## src/rtl/fda_pkg.sv

```systemverilog
// Shared types, character codes and helpers for the float to decimal ASCII block.
// Used by float_to_decimal_ascii; depends on nothing else.
package fda_pkg;

  // Input beat: one value to convert
  typedef struct packed {
    logic [31:0] value_bits;
    logic [7:0]  precision;
    logic [7:0]  format_char;
  } fda_in_t;

  // Output beat: one character of text
  typedef struct packed {
    logic [6:0] char_code;
    logic       last_char;
    logic       bad_input;
  } fda_out_t;

  // Rounded double: 53-bit significand with hidden bit, unbiased exponent
  typedef struct packed {
    logic [52:0]        m;
    logic signed [11:0] e;
  } fda_rnd_t;

  // Sequencer return targets after a shared arithmetic step
  typedef enum logic [1:0] {
    PH_NORMX = 2'd0,
    PH_Y     = 2'd1,
    PH_DIG   = 2'd2
  } fda_phase_t;

  localparam logic [6:0] CH_0     = 7'h30;
  localparam logic [6:0] CH_DOT   = 7'h2E;
  localparam logic [6:0] CH_MINUS = 7'h2D;
  localparam logic [6:0] CH_E     = 7'h45;
  localparam logic [6:0] CH_NUL   = 7'h00;
  localparam logic [7:0] FMT_F_LO = 8'h66;
  localparam logic [7:0] FMT_F_UP = 8'h46;

  localparam logic [52:0] M_ONE = 53'h10000000000000;  // 1.0 and 8.0 significand
  localparam logic [52:0] M_TEN = 53'h14000000000000;  // 10.0 at exponent 3

  localparam logic [7:0] PREC_DEFAULT = 8'd7;
  localparam logic [7:0] PREC_MAX     = 8'd22;
  localparam logic [7:0] PREC_CLAMP   = 8'd23;

  // floor(v / 10) for v below 256 by reciprocal multiply
  function automatic logic [7:0] div10_8(input logic [7:0] v);
    logic [18:0] p;
    p = 19'(v) * 19'd205;
    return p[18:11];
  endfunction

  // Round to nearest even; carry out of the significand bumps the exponent
  function automatic fda_rnd_t round_ne(input logic [52:0] m, input logic r,
                                        input logic s, input logic signed [11:0] e);
    fda_rnd_t   o;
    logic [53:0] t;
    t = {1'b0, m} + 54'(r & (s | m[0]));
    if (t[53]) begin
      o.m = t[53:1];
      o.e = e + 12'sd1;
    end else begin
      o.m = t[52:0];
      o.e = e;
    end
    return o;
  endfunction

  // x >= 10.0 for a normalized nonzero double
  function automatic logic ge_ten(input logic [52:0] m, input logic signed [11:0] e);
    return (e > 12'sd3) || ((e == 12'sd3) && (m >= M_TEN));
  endfunction

endpackage

```

## src/rtl/float_to_decimal_ascii.sv

```systemverilog
// Top level of the float to decimal ASCII converter: sequencer plus shared
// double-precision times-ten / divide-by-ten / add unit. Depends on fda_pkg.
//
// Usage: drive item and raise start; the item is taken at a clock edge where
// start is high and busy is low. busy then stays high until the text is out.
// Each character leaves on result for one cycle with strobe high; last_char
// marks the final one. Infinity or NaN gives one beat with bad_input set, and
// busy never rises for it. The receiver cannot stall; results are never held.
// Each divide by ten yields one radix-16 quotient digit a cycle, then rounds;
// each times ten is a multiply state and then a rounding state, and each
// normalize takes 16/4/1-bit steps, then a state that sees the leading one.
// One item needs up to about 45 scaling steps, up to 60 divides building the
// rounding term and up to 61 digits. A new item can be taken at the edge that
// ends the last character's beat.
// Reset (rst, synchronous) returns the sequencer to idle and drops any
// pending character; there is no clearing pass.
module float_to_decimal_ascii
  import fda_pkg::*;
(
  input  logic     clk,
  input  logic     rst,
  input  logic     start,
  output logic     busy,
  input  fda_in_t  item,
  output logic     strobe,
  output fda_out_t result
);

  typedef enum logic [20:0] {
    S_IDLE   = 21'h000001,
    S_NORM   = 21'h000002,
    S_SCAN   = 21'h000004,
    S_MUL    = 21'h000008,
    S_MROUND = 21'h000010,
    S_DIV    = 21'h000020,
    S_DROUND = 21'h000040,
    S_YLOOP  = 21'h000080,
    S_ADD    = 21'h000100,
    S_AROUND = 21'h000200,
    S_CARRY  = 21'h000400,
    S_PREFIX = 21'h000800,
    S_POINT0 = 21'h001000,
    S_ZEROS  = 21'h002000,
    S_DIGIT  = 21'h004000,
    S_POINT  = 21'h008000,
    S_EXPE   = 21'h010000,
    S_EXPS   = 21'h020000,
    S_EXPD1  = 21'h040000,
    S_EXPD2  = 21'h080000,
    S_DONE   = 21'h100000
  } state_t;

  state_t state;

  // working value x and rounding term y
  logic [52:0]        xm, ym;
  logic signed [11:0] xe, ye;
  logic               xz;
  logic signed [7:0]  ie, ndig, cnt;
  logic               fstyle;
  fda_phase_t         ph;

  // divider
  logic [63:0]        dd, q;
  logic [3:0]         rem, dcnt;
  logic signed [11:0] div_e;
  logic               div_y;

  // multiply / add results
  logic [56:0]        p, sum;
  logic signed [11:0] ae;

  // one-deep hold so the final character can be flagged
  logic [6:0] pend;
  logic       pend_v;

  // input decode
  logic       in_acc, in_bad, in_neg, in_zero, in_sub;
  logic [7:0] ndig0;
  assign in_acc  = start && !busy;
  assign in_bad  = &item.value_bits[30:23];
  assign in_zero = (item.value_bits[30:0] == 31'd0);
  assign in_neg  = item.value_bits[31] && !in_zero;
  assign in_sub  = (item.value_bits[30:23] == 8'd0) && !in_zero;
  assign ndig0   = (item.precision == 8'd0) ? PREC_DEFAULT :
                   (item.precision > PREC_MAX) ? PREC_CLAMP : item.precision + 8'd1;

  assign busy = (state != S_IDLE);

  // integer part and fraction of x for the digit step
  logic        kok;
  logic [5:0]  ksh;
  logic [52:0] kshift, kfrac;
  logic [6:0]  kint;
  always_comb begin
    kok    = !xz && (xe >= 12'sd0) && (xe <= 12'sd6);
    ksh    = 6'd52 - xe[5:0];
    kshift = xm >> ksh;
    kint   = (kok && (kshift < 53'd100)) ? kshift[6:0] : 7'd0;
    kfrac  = xm & ((53'd1 << ksh) - 53'd1);
  end

  // divide step: one radix-16 quotient digit
  logic [7:0] dval, dq;
  logic [3:0] drem;
  always_comb begin
    dval = {rem, dd[63:60]};
    dq   = div10_8(dval);
    drem = 4'(dval - dq * 8'd10);
  end

  // rounding of the quotient, the product and the sum
  fda_rnd_t dres, mres, ares;
  always_comb begin
    if (q[57]) begin
      dres = round_ne(q[57:5], q[4], (|q[3:0]) | (rem != 4'd0), div_e - 12'sd3);
    end else begin
      dres = round_ne(q[56:4], q[3], (|q[2:0]) | (rem != 4'd0), div_e - 12'sd4);
    end
    if (p[56]) begin
      mres = round_ne(p[56:4], p[3], |p[2:0], xe + 12'sd4);
    end else begin
      mres = round_ne(p[55:3], p[2], |p[1:0], xe + 12'sd3);
    end
    if (sum[56]) begin
      ares = round_ne(sum[56:4], sum[3], |sum[2:0], ae + 12'sd1);
    end else begin
      ares = round_ne(sum[55:3], sum[2], |sum[1:0], ae);
    end
  end

  // alignment for x + y/2
  logic signed [11:0] ybe, adiff;
  logic [52:0]        abig, asml;
  logic signed [11:0] abe;
  logic [11:0]        amag;
  logic [5:0]         amt;
  logic [111:0]       awide;
  logic [55:0]        abs_;
  logic [56:0]        asum;
  always_comb begin
    ybe   = ye - 12'sd1;
    adiff = xe - ybe;
    if (adiff >= 12'sd0) begin
      abig = xm;
      abe  = xe;
      asml = ym;
      amag = adiff;
    end else begin
      abig = ym;
      abe  = ybe;
      asml = xm;
      amag = -adiff;
    end
    amt   = (amag > 12'd63) ? 6'd63 : amag[5:0];
    awide = {asml, 3'b000, 56'd0} >> amt;
    abs_  = awide[111:56];
    asum  = {1'b0, abig, 3'b000} + {1'b0, abs_[55:1], abs_[0] | (|awide[55:0])};
  end

  // exponent digits
  logic [7:0] eabs, etens, eones;
  always_comb begin
    eabs  = (ie < 8'sd0) ? 8'(-ie) : 8'(ie);
    etens = div10_8(eabs);
    eones = eabs - 8'(etens * 8'd10);
  end

  // digit step decisions
  logic       dig_pt, nz_after, nrm_after;
  always_comb begin
    dig_pt    = (cnt == (fstyle ? ie : 8'sd0));
    nz_after  = xz || ((kint != 7'd0) && (kfrac == 53'd0));
    nrm_after = (kint != 7'd0) ? kfrac[52] : xm[52];
  end

  // character produced this cycle
  logic       push;
  logic [6:0] push_c;
  always_comb begin
    push   = 1'b0;
    push_c = CH_0;
    case (state)
      S_IDLE: begin
        push   = in_acc && !in_bad && in_neg;
        push_c = CH_MINUS;
      end
      S_PREFIX: begin
        push   = fstyle && (ie < 8'sd0);
        push_c = CH_0;
      end
      S_POINT0: begin
        push   = 1'b1;
        push_c = CH_DOT;
      end
      S_ZEROS: begin
        push   = (cnt > ie);
        push_c = CH_0;
      end
      S_DIGIT: begin
        push   = (cnt < ndig);
        push_c = kint + CH_0;
      end
      S_POINT: begin
        push   = 1'b1;
        push_c = CH_DOT;
      end
      S_EXPE: begin
        push   = 1'b1;
        push_c = CH_E;
      end
      S_EXPS: begin
        push   = 1'b1;
        push_c = CH_MINUS;
      end
      S_EXPD1: begin
        push   = 1'b1;
        push_c = (etens != 8'd0) ? (etens[6:0] + CH_0) : (eones[6:0] + CH_0);
      end
      S_EXPD2: begin
        push   = 1'b1;
        push_c = eones[6:0] + CH_0;
      end
      default: begin
        push   = 1'b0;
        push_c = CH_0;
      end
    endcase
  end

  // output beat and hold register
  always_ff @(posedge clk) begin
    if (rst) begin
      strobe <= 1'b0;
      pend_v <= 1'b0;
    end else begin
      strobe <= 1'b0;
      if (state == S_IDLE && in_acc && in_bad) begin
        strobe           <= 1'b1;
        result.char_code <= CH_NUL;
        result.last_char <= 1'b1;
        result.bad_input <= 1'b1;
      end else if (state == S_DONE) begin
        strobe           <= 1'b1;
        result.char_code <= pend_v ? pend : CH_0;
        result.last_char <= 1'b1;
        result.bad_input <= 1'b0;
        pend_v           <= 1'b0;
      end else if (push) begin
        if (pend_v) begin
          strobe           <= 1'b1;
          result.char_code <= pend;
          result.last_char <= 1'b0;
          result.bad_input <= 1'b0;
        end
        pend   <= push_c;
        pend_v <= 1'b1;
      end
    end
  end

  // sequencer and shared datapath
  always_ff @(posedge clk) begin
    if (rst) begin
      state <= S_IDLE;
      ph    <= PH_NORMX;
    end else begin
      case (state)
        S_IDLE: begin
          if (in_acc && !in_bad) begin
            fstyle <= (item.format_char == FMT_F_LO) || (item.format_char == FMT_F_UP);
            ndig   <= $signed(ndig0);
            ie     <= 8'sd0;
            ph     <= PH_NORMX;
            xz     <= in_zero;
            if (in_sub) begin
              xm    <= {item.value_bits[22:0], 30'd0};
              xe    <= -12'sd127;
              state <= S_NORM;
            end else begin
              xm    <= {1'b1, item.value_bits[22:0], 29'd0};
              xe    <= $signed({4'd0, item.value_bits[30:23]}) - 12'sd127;
              state <= S_SCAN;
            end
          end
        end
        S_NORM: begin
          if (xm[52]) begin
            state <= (ph == PH_DIG) ? S_MUL : S_SCAN;
          end else if (xm[52:37] == 16'd0) begin
            xm <= xm << 16;
            xe <= xe - 12'sd16;
          end else if (xm[52:49] == 4'd0) begin
            xm <= xm << 4;
            xe <= xe - 12'sd4;
          end else begin
            xm <= xm << 1;
            xe <= xe - 12'sd1;
          end
        end
        S_SCAN: begin
          if (!xz && xe < 12'sd0) begin
            ie    <= ie - 8'sd1;
            state <= S_MUL;
          end else if (!xz && ge_ten(xm, xe)) begin
            ie    <= ie + 8'sd1;
            dd    <= {3'b000, xm, 8'd0};
            div_e <= xe;
            div_y <= 1'b0;
            rem   <= 4'd0;
            dcnt  <= 4'd0;
            state <= S_DIV;
          end else begin
            if (fstyle) begin
              ndig <= ndig + ie;
            end
            ym    <= M_ONE;
            ye    <= 12'sd0;
            cnt   <= 8'sd1;
            ph    <= PH_Y;
            state <= S_YLOOP;
          end
        end
        S_MUL: begin
          p     <= {1'b0, xm, 3'b000} + {3'b000, xm, 1'b0};
          state <= S_MROUND;
        end
        S_MROUND: begin
          xm    <= mres.m;
          xe    <= mres.e;
          state <= (ph == PH_DIG) ? S_DIGIT : S_SCAN;
        end
        S_DIV: begin
          q    <= {q[59:0], dq[3:0]};
          rem  <= drem;
          dd   <= dd << 4;
          dcnt <= dcnt + 4'd1;
          if (dcnt == 4'd15) begin
            state <= S_DROUND;
          end
        end
        S_DROUND: begin
          if (div_y) begin
            ym    <= dres.m;
            ye    <= dres.e;
            state <= S_YLOOP;
          end else begin
            xm    <= dres.m;
            xe    <= dres.e;
            state <= S_SCAN;
          end
        end
        S_YLOOP: begin
          if (cnt < ndig) begin
            cnt   <= cnt + 8'sd1;
            dd    <= {3'b000, ym, 8'd0};
            div_e <= ye;
            div_y <= 1'b1;
            rem   <= 4'd0;
            dcnt  <= 4'd0;
            state <= S_DIV;
          end else begin
            state <= S_ADD;
          end
        end
        S_ADD: begin
          if (xz) begin
            xm    <= ym;
            xe    <= ybe;
            xz    <= 1'b0;
            state <= S_CARRY;
          end else begin
            sum   <= asum;
            ae    <= abe;
            state <= S_AROUND;
          end
        end
        S_AROUND: begin
          xm    <= ares.m;
          xe    <= ares.e;
          state <= S_CARRY;
        end
        S_CARRY: begin
          if (ge_ten(xm, xe)) begin
            xm <= M_ONE;
            xe <= 12'sd0;
            ie <= ie + 8'sd1;
          end
          state <= S_PREFIX;
        end
        S_PREFIX: begin
          if (fstyle && ie < 8'sd0) begin
            state <= S_POINT0;
          end else begin
            cnt   <= 8'sd0;
            state <= S_DIGIT;
          end
        end
        S_POINT0: begin
          if (ndig < 8'sd0) begin
            ie <= ie - ndig;
          end
          cnt   <= -8'sd1;
          state <= S_ZEROS;
        end
        S_ZEROS: begin
          if (cnt > ie) begin
            cnt <= cnt - 8'sd1;
          end else begin
            cnt   <= 8'sd0;
            state <= S_DIGIT;
          end
        end
        S_DIGIT: begin
          ph <= PH_DIG;
          if (cnt < ndig) begin
            cnt <= cnt + 8'sd1;
            if (kint != 7'd0) begin
              if (kfrac == 53'd0) begin
                xz <= 1'b1;
              end else begin
                xm <= kfrac;
              end
            end
            if (dig_pt) begin
              state <= S_POINT;
            end else if (nz_after) begin
              state <= S_DIGIT;
            end else if (!nrm_after) begin
              state <= S_NORM;
            end else begin
              state <= S_MUL;
            end
          end else if (!fstyle && ie != 8'sd0) begin
            state <= S_EXPE;
          end else begin
            state <= S_DONE;
          end
        end
        S_POINT: begin
          if (xz) begin
            state <= S_DIGIT;
          end else if (!xm[52]) begin
            state <= S_NORM;
          end else begin
            state <= S_MUL;
          end
        end
        S_EXPE: begin
          state <= (ie < 8'sd0) ? S_EXPS : S_EXPD1;
        end
        S_EXPS: begin
          state <= S_EXPD1;
        end
        S_EXPD1: begin
          state <= (etens != 8'd0) ? S_EXPD2 : S_DONE;
        end
        S_EXPD2: begin
          state <= S_DONE;
        end
        S_DONE: begin
          state <= S_IDLE;
        end
        default: begin
          state <= S_IDLE;
        end
      endcase
    end
  end

`ifndef SYNTHESIS
  // an infinity or NaN item answers with a flagged beat next cycle
  a_bad_reply: assert property (@(posedge clk) disable iff (rst)
    (start && !busy && (&item.value_bits[30:23])) |=> (strobe && result.bad_input))
    else $error("bad input beat missing");

  // a flagged beat is a lone, empty, final beat
  a_bad_last: assert property (@(posedge clk) disable iff (rst)
    (strobe && result.bad_input) |-> (result.last_char && result.char_code == CH_NUL))
    else $error("bad input beat malformed");

  // the multiplier only sees normalized nonzero operands
  a_mul_norm: assert property (@(posedge clk) disable iff (rst)
    (state == S_MUL) |-> (xm[52] && !xz))
    else $error("unnormalized multiply operand");

  // the final beat always closes the item and frees the block
  a_done_free: assert property (@(posedge clk) disable iff (rst)
    (state == S_DONE) |=> (strobe && result.last_char && !busy))
    else $error("final beat missing");
`endif

endmodule

```

## config.mk

```make
export PLATFORM = sky130hd
export DESIGN_NAME = float_to_decimal_ascii
export DESIGN_NICKNAME = d
export VERILOG_FILES = /design/src/rtl/fda_pkg.sv /design/src/rtl/float_to_decimal_ascii.sv
export SDC_FILE = /design/constraint.sdc
export NUM_CORES = 2
export LEC_CHECK = 0
export ABC_AREA = 1
export ABC_CLOCK_PERIOD_IN_PS = 23300
export BUFFER_PORTS_ARGS = -buffer_cell sky130_fd_sc_hd__buf_2
export CORE_MARGIN = 2
export CORE_UTILIZATION = 25
export CTS_CLUSTER_SIZE = 25
export DETAILED_ROUTE_END_ITERATION = 16
export PLACE_DENSITY_LB_ADDON = 0.08
export SYNTH_ARGS = -nofsm -noshare
export SYNTH_HDL_FRONTEND = slang
export SYNTH_SLANG_ARGS = --single-unit
```

## constraint.sdc

```tcl
create_clock -name clk -period 23.3 [get_ports clk]
set_input_delay 4.66 -clock clk [delete_from_list [all_inputs] [get_ports clk]]
set_output_delay 4.66 -clock clk [all_outputs]
set_load 0.005 [all_outputs]
```

# After elaboration in Yosys (flattened, before gate mapping)
# Cells that the tools add are included.
[op_classes]
add_sub_neg = 41
mul = 4
order_cmp = 13
n_eq_ne = 50
n_shift = 3
muxes = 128
bitwise = 20
n_reduce_logical = 79
[ops]
columns = ["op", "n"]
rows = [
  ["$mux 53", 16],
  ["$mux 65", 9],
  ["$pmux 53 s8", 1],
  ["$pmux 21 s20", 1],
  ["$add 53x1->54", 6],
  ["$mux 12", 16],
  ["$mux 64", 3],
  ["$pmux 64 s3", 1],
  ["$mux 8", 21],
  ["$mux 21", 7],
  ["$shr 112x6->112", 1],
  ["$pmux 53 s2", 1],
  ["$pmux 12 s7", 1],
  ["$add 12x2->12 const B", 6],
  ["$mux 15", 4],
  ["$add 56x54->57", 1],
  ["$add 56x56->57", 1],
  ["$reduce_or 56->1", 1],
  ["$and 53x53->53", 1],
  ["$ge 53x53->1 const B", 1],
  ["$logic_not 53->1", 1],
  ["$lt 53x7->1 const B", 1],
  ["$shl 1x6->53 const A", 1],
  ["$shr 53x6->53", 1],
  ["other kinds (113)", 235],
]
[word_totals]
ff_bits = 466
inputBits = 51
output_inout_bits = 11
word_cells = 365

# Logic depth before layout (Yosys ltp)
[depth]
ltp_word = 12
depth_mapped = 58
mapped_depth_nobuf = 57

# Worst setup path before layout
# Ideal clock, no wire load.
[synth_timing]
path_type = "input port to flip-flop"
start = "in rst"
end = "reg ae[0], enable pin"
setup_ps = 581
arrival_ps = 9822
required_time_ps = 22719
setup_slack_ps = 12897
path_stages = 3
n_path_buf = 2
path_cell_list = "clkbuf_1 -> clkbuf_1 -> nor3_1"
[synth_via]
elab_chain_len = 2
[synth_lines]
columns = ["element", "line", "rtl"]
rows = [
  ["start: declaration", "float_to_decimal_ascii.sv:21", "input logic rst,"],
  ["$not 1->1 (no line)", "n/a", ""],
  ["$reduce_and 3->1 (no line)", "n/a", ""],
  ["end signal: assignment", "float_to_decimal_ascii.sv:374", "ae <= abe;"],
  ["end: declaration", "float_to_decimal_ascii.sv:71", "logic signed [11:0] ae;"],
]
# Every way passes these cells.
# A chain may end at the register's enable or synchronous reset.

# Final worst setup path
[layout_timing]
start = "reg ye[0]"
end = "reg sum[41] (data pin)"
[layout_via]
elab_chain_len = 10
elab_cells_between_ends = 13
classes_between = "4 x add/sub; 2 x order compare; 1 x shift; 4 x mux; 1 x bitwise; 1 x reduce/logical"
[layout_lines]
columns = ["element", "line", "rtl"]
rows = [
  ["start: declaration", "float_to_decimal_ascii.sv:57", "logic signed [11:0] xe, ye;"],
  ["start signal: assignment", "float_to_decimal_ascii.sv:345", "ye <= dres.e;"],
  ["$sub 12x2->12 *", "float_to_decimal_ascii.sv:142", "ybe = ye - 12'sd1;"],
  ["$sub 12x12->12 *", "float_to_decimal_ascii.sv:143", "adiff = xe - ybe;"],
  ["$neg 12->12 or $ge 12x1->1 (tied branches)", "float_to_decimal_ascii.sv:153, float_to_decimal_ascii.sv:144", ""],
  ["$mux 12", "float_to_decimal_ascii.sv:144", "if (adiff >= 12'sd0) begin"],
  ["$gt 12x6->1", "float_to_decimal_ascii.sv:155", "amt = (amag > 12'd63) ? 6'd63 : amag[5:0];"],
  ["$mux 6", "float_to_decimal_ascii.sv:155", ""],
  ["$shr 112x6->112", "float_to_decimal_ascii.sv:156", "awide = {asml, 3'b000, 56'd0} >> amt;"],
  ["$reduce_or 56->1", "float_to_decimal_ascii.sv:158", "asum = {1'b0, abig, 3'b000} + {1'b0, abs_[55:1], abs_[0] | (|awide[55:0])};"],
  ["$or 1x1->1", "float_to_decimal_ascii.sv:158", ""],
  ["$add 56x56->57 *", "float_to_decimal_ascii.sv:158", ""],
  ["via asum[41]", "float_to_decimal_ascii.sv:140", "logic [56:0] asum;"],
  ["end signal: assignment", "float_to_decimal_ascii.sv:373", "sum <= asum;"],
  ["end: declaration", "float_to_decimal_ascii.sv:70", "logic [56:0] p, sum;"],
]
# The timed path passes the listed nets; every way through them passes the cells marked *.

==> out/metrics.yaml <==
setup_path:
  worstPathRequired_ns: 23.82
  rr_worst_depth: 48
  cp-end-kind: "register"
  crit_path_top_delay_cell: "o21ai_0"
  arrival_ns: 12.01
  criticalPathCategory: "register to register"
  r2r_start: "ye[0]"
  cp-start-kind: "register"
  worstPathMaxFanout: 117
  cp_common_cell: "nand2_1"
  slowest_delay_ns: 0.75
  r2r_slack_ns: 11.82
  timing.rr.end: "sum[41]"
power_and_ir_drop:
  p_int_w: 0.00329
  comb_power_share_pct: 70.2
  p_clk_share_pct: 14.4
  power_density_mw_per_mm2: 128
  power_frac_seq_pct: 15.4
  p_sw_share_pct: 56.4
  totalPowerFinal_w: 0.00754
  power_leakage_nw: 24.7
  p_sw_w: 0.00425
  ir_drop_mv: 0.439
die:
  die_x_um: 464
  die-area_mm2: 0.215
  core_mm2: 0.210
  die_h_um: 464
  rows: 168
  initial_core_util_pct: 25.2
  pin_count: 62
global_routing:
  overflow: 0
  grt_usage_pct: 27.3
  antenna_found_initial: 17
  grt_max_degree: 118
  grt_pass1_wl_um: 422000
  grt_pass1_vias: 54200
timing:
  fin_setup_tns_ns: 0
  fin_ws_ns: 11.82
  slew_headroom_pct: 4.22
  rsz0062_at_grt: "false"
  setup_viol: 0
  period_share_pct: 49.3
  min_period_ns: 11.48
  fmax_mhz: 87.1
  finalHoldViolCount: 0
  maxSlewViolCount: 0
  hold_ws_ns: 0.464
  max_slew.worst_pin.slew_ns: 1.44
  clock-skew-final_ns: 0.0480
detailed_routing:
  post_drt_via_cell_ratio: 5.33
  met3_length_um: 19900
  drt_wl_total_um: 303000
  drt-met1-wl_um: 135000
  drtAntennaViolNets: 0
  wl_met2_um: 132000
  avgRoutedWirePerCell_um: 28.1
  first_pass_iters: 6
  num_vias: 57600
  dr.first_iter.drc_count: 6603
  route.top_layer_used: "met5"
  drc: 0
clock_tree:
  cts_tree: "done"
  cts_resized: 0
  hold_buffers: 0
  htreeDepth: 3
  cts_sinks: 457
  cts_max_path_buffers: 3
  clk_pin_slew_ns: 0.06
  post_cts_buffers: 0
  clock_latency_ns: 0.72
  numCtsBuffers: 68
  cts_root_buf: "clkbuf_16"
synthesis:
  synthesis.nets: 8295
  synth_seq_cells: 457
  netlist_area_mm2: 0.0528
  synth_edf_count: 432
  synth_seq_area_share_pct: 25.5
  synth_top_flop_cell: "edfxtp_1"
  synth_cell_type_count: 78
  ys_warn_count: 0
  syn_area_per_cell_um2: 6.66
  syn_inst: 7936
  synthArstFlopShare_pct: 0
finish:
  fillers: 23700
  finalNonFillerCells: 10800
  syn_to_final_growth_pct: 11.7
  fin_nets: 8288
  drive_above_1_share_pct: 6.35
min_path:
  whs_path_depth: 0
  hold_path_end: "q[4]"
  hold_path_class: "register to register"
  worstHoldStart: "q[0]"
place:
  dp_slack_ns: 12.07
  gp_congestion: 0.980
  dp_cells: 10700
  hpwlAfterDp_um: 247000
  portBuffers: 60
run_status:
  status: "complete, no violations"
job:
  max_cap_viol_count: 0
==> synth_stat cells, types with 15 or more instances <==
master / instances / area [µm²]
a21oi_1: 325 / 1630
nor2_2: 24 / 150
xnor2_1: 113 / 990
buf_1: 15 / 56.3
a221oi_1: 48 / 420
nor2_1: 807 / 3030
a31oi_1: 47 / 294
nor4_1: 79 / 494
o22ai_1: 35 / 219
or2_2: 26 / 163
buf_2: 60 / 300
a2111oi_0: 38 / 333
o21a_1: 17 / 128
buf_4: 15 / 113
nand2_2: 23 / 144
o211ai_1: 64 / 480
nand2_1: 1929 / 7240
inv_1: 941 / 3530
o221ai_1: 90 / 788
clkbuf_1: 201 / 754
inv_2: 29 / 109
mux2i_1: 25 / 250
edfxtp_1: 432 / 13000
nor3_1: 189 / 946
fa_1: 30 / 601
ha_1: 278 / 3480
nand3_1: 642 / 3210
nand4_1: 136 / 851
o21ai_0: 547 / 2740
clkinv_1: 18 / 67.6
a211oi_1: 29 / 218
dfxtp_1: 25 / 500
o2111ai_1: 33 / 289
xor2_1: 385 / 3370
o21ai_1: 46 / 230
==> area by class of cell <==
type	instances	area, µm²	share of cell area [%]
multi-input combinational	6186	34500	58.5
sequential	457	13500	22.8
inverter	991	3730	6.32
tap	2805	3510	5.95
clock buffer	87	1870	3.17
timing repair buffer	225	1540	2.61
clock inverter	38	344	0.583
antenna	4	10.0	0.0170
==> registers in the layout, summed over array words and instances (netlist names), 7 cells and up <==
signal	cells
q	58
sum	57
dd	56
p	56
xm	53
ym	53
state	21
ae	12
div_e	12
xe	12
ye	12
result	9
cnt	8
ie	8
ndig	8
pend	7
==> power by group through the flow <==
stage	Clock, W	Sequential (W)	Combinational, W
finish	0.00108	0.00116	0.00529
global route	0.00113	0.00116	0.00591
CTS	0.00111	0.00116	0.00526
detailed placement	0	0.00118	0.00523
global placement	0	0.00118	0.00524
floorplan	0	0.00112	0.00359
==> routing by layer <==
layer	global-route usage (%)	vias to the layer above
met3	3.73	400
met1	37.4	27900
met4	12.7	2
met2	42.1	2235
li1	-	27000
met5	0	-
==> layout by cell type, fill, tap and decap left out, types with 60 or more instances in the layout <==
cell	Yosys	final
a21oi_1	325	324
buf_2	60	60
buf_4	15	165
clkbuf_16	0	72
edfxtp_1	432	432
ha_1	278	277
inv_1	941	941
nand2_1	1929	1927
nand3_1	642	641
nand4_1	136	136
nor2_1	807	788
nor3_1	189	187
nor4_1	79	74
o211ai_1	64	64
o21ai_0	547	543
o221ai_1	90	90
xnor2_1	113	113
xor2_1	385	385
==> worst max-delay path by stage <==
stage	from	end	cells after the start
detailed placement	ye[0]	sum[53]	47
CTS	ye[0]	sum[41]	47
global placement	ye[0]	sum[41]	48
global route	ye[0]	sum[41]	48
floorplan	rst	ae[0]	3
finish	ye[0]	sum[41]	48
==> metrics by stage <==
step                      cell area (µm²)  util [%]
after CTS                           59000      28.1
after floorplan                     52800         -
after global placement              56800      27.1
after detailed placement            56800      27.1
after global routing                59000      28.1
final                               59000      28.1
==> critical path, delay by kind of cell, from the launching register on <==
kind | cells | cell delay, ns
buf+inv | 7 | 1.42
simple gates | 20 | 3.28
fa+ha+maj | 4 | 1.41
compound gates | 15 | 4.13
xor+xnor | 2 | 0.48
flops | 1 | 0.37
==> cell families after synthesis <==
group,after synthesis,synth area share [%]
adders and majority gates,308,7.72
buffers and inverters,1293,9.61
and+or+nand+nor,3913,31.7
AOI/OAI and AO/OA,1439,16.6
muxes,25,0.474
DFF,457,25.5
xor gates and xnor gates,501,8.37
Power figures use the tool's default switching activity.
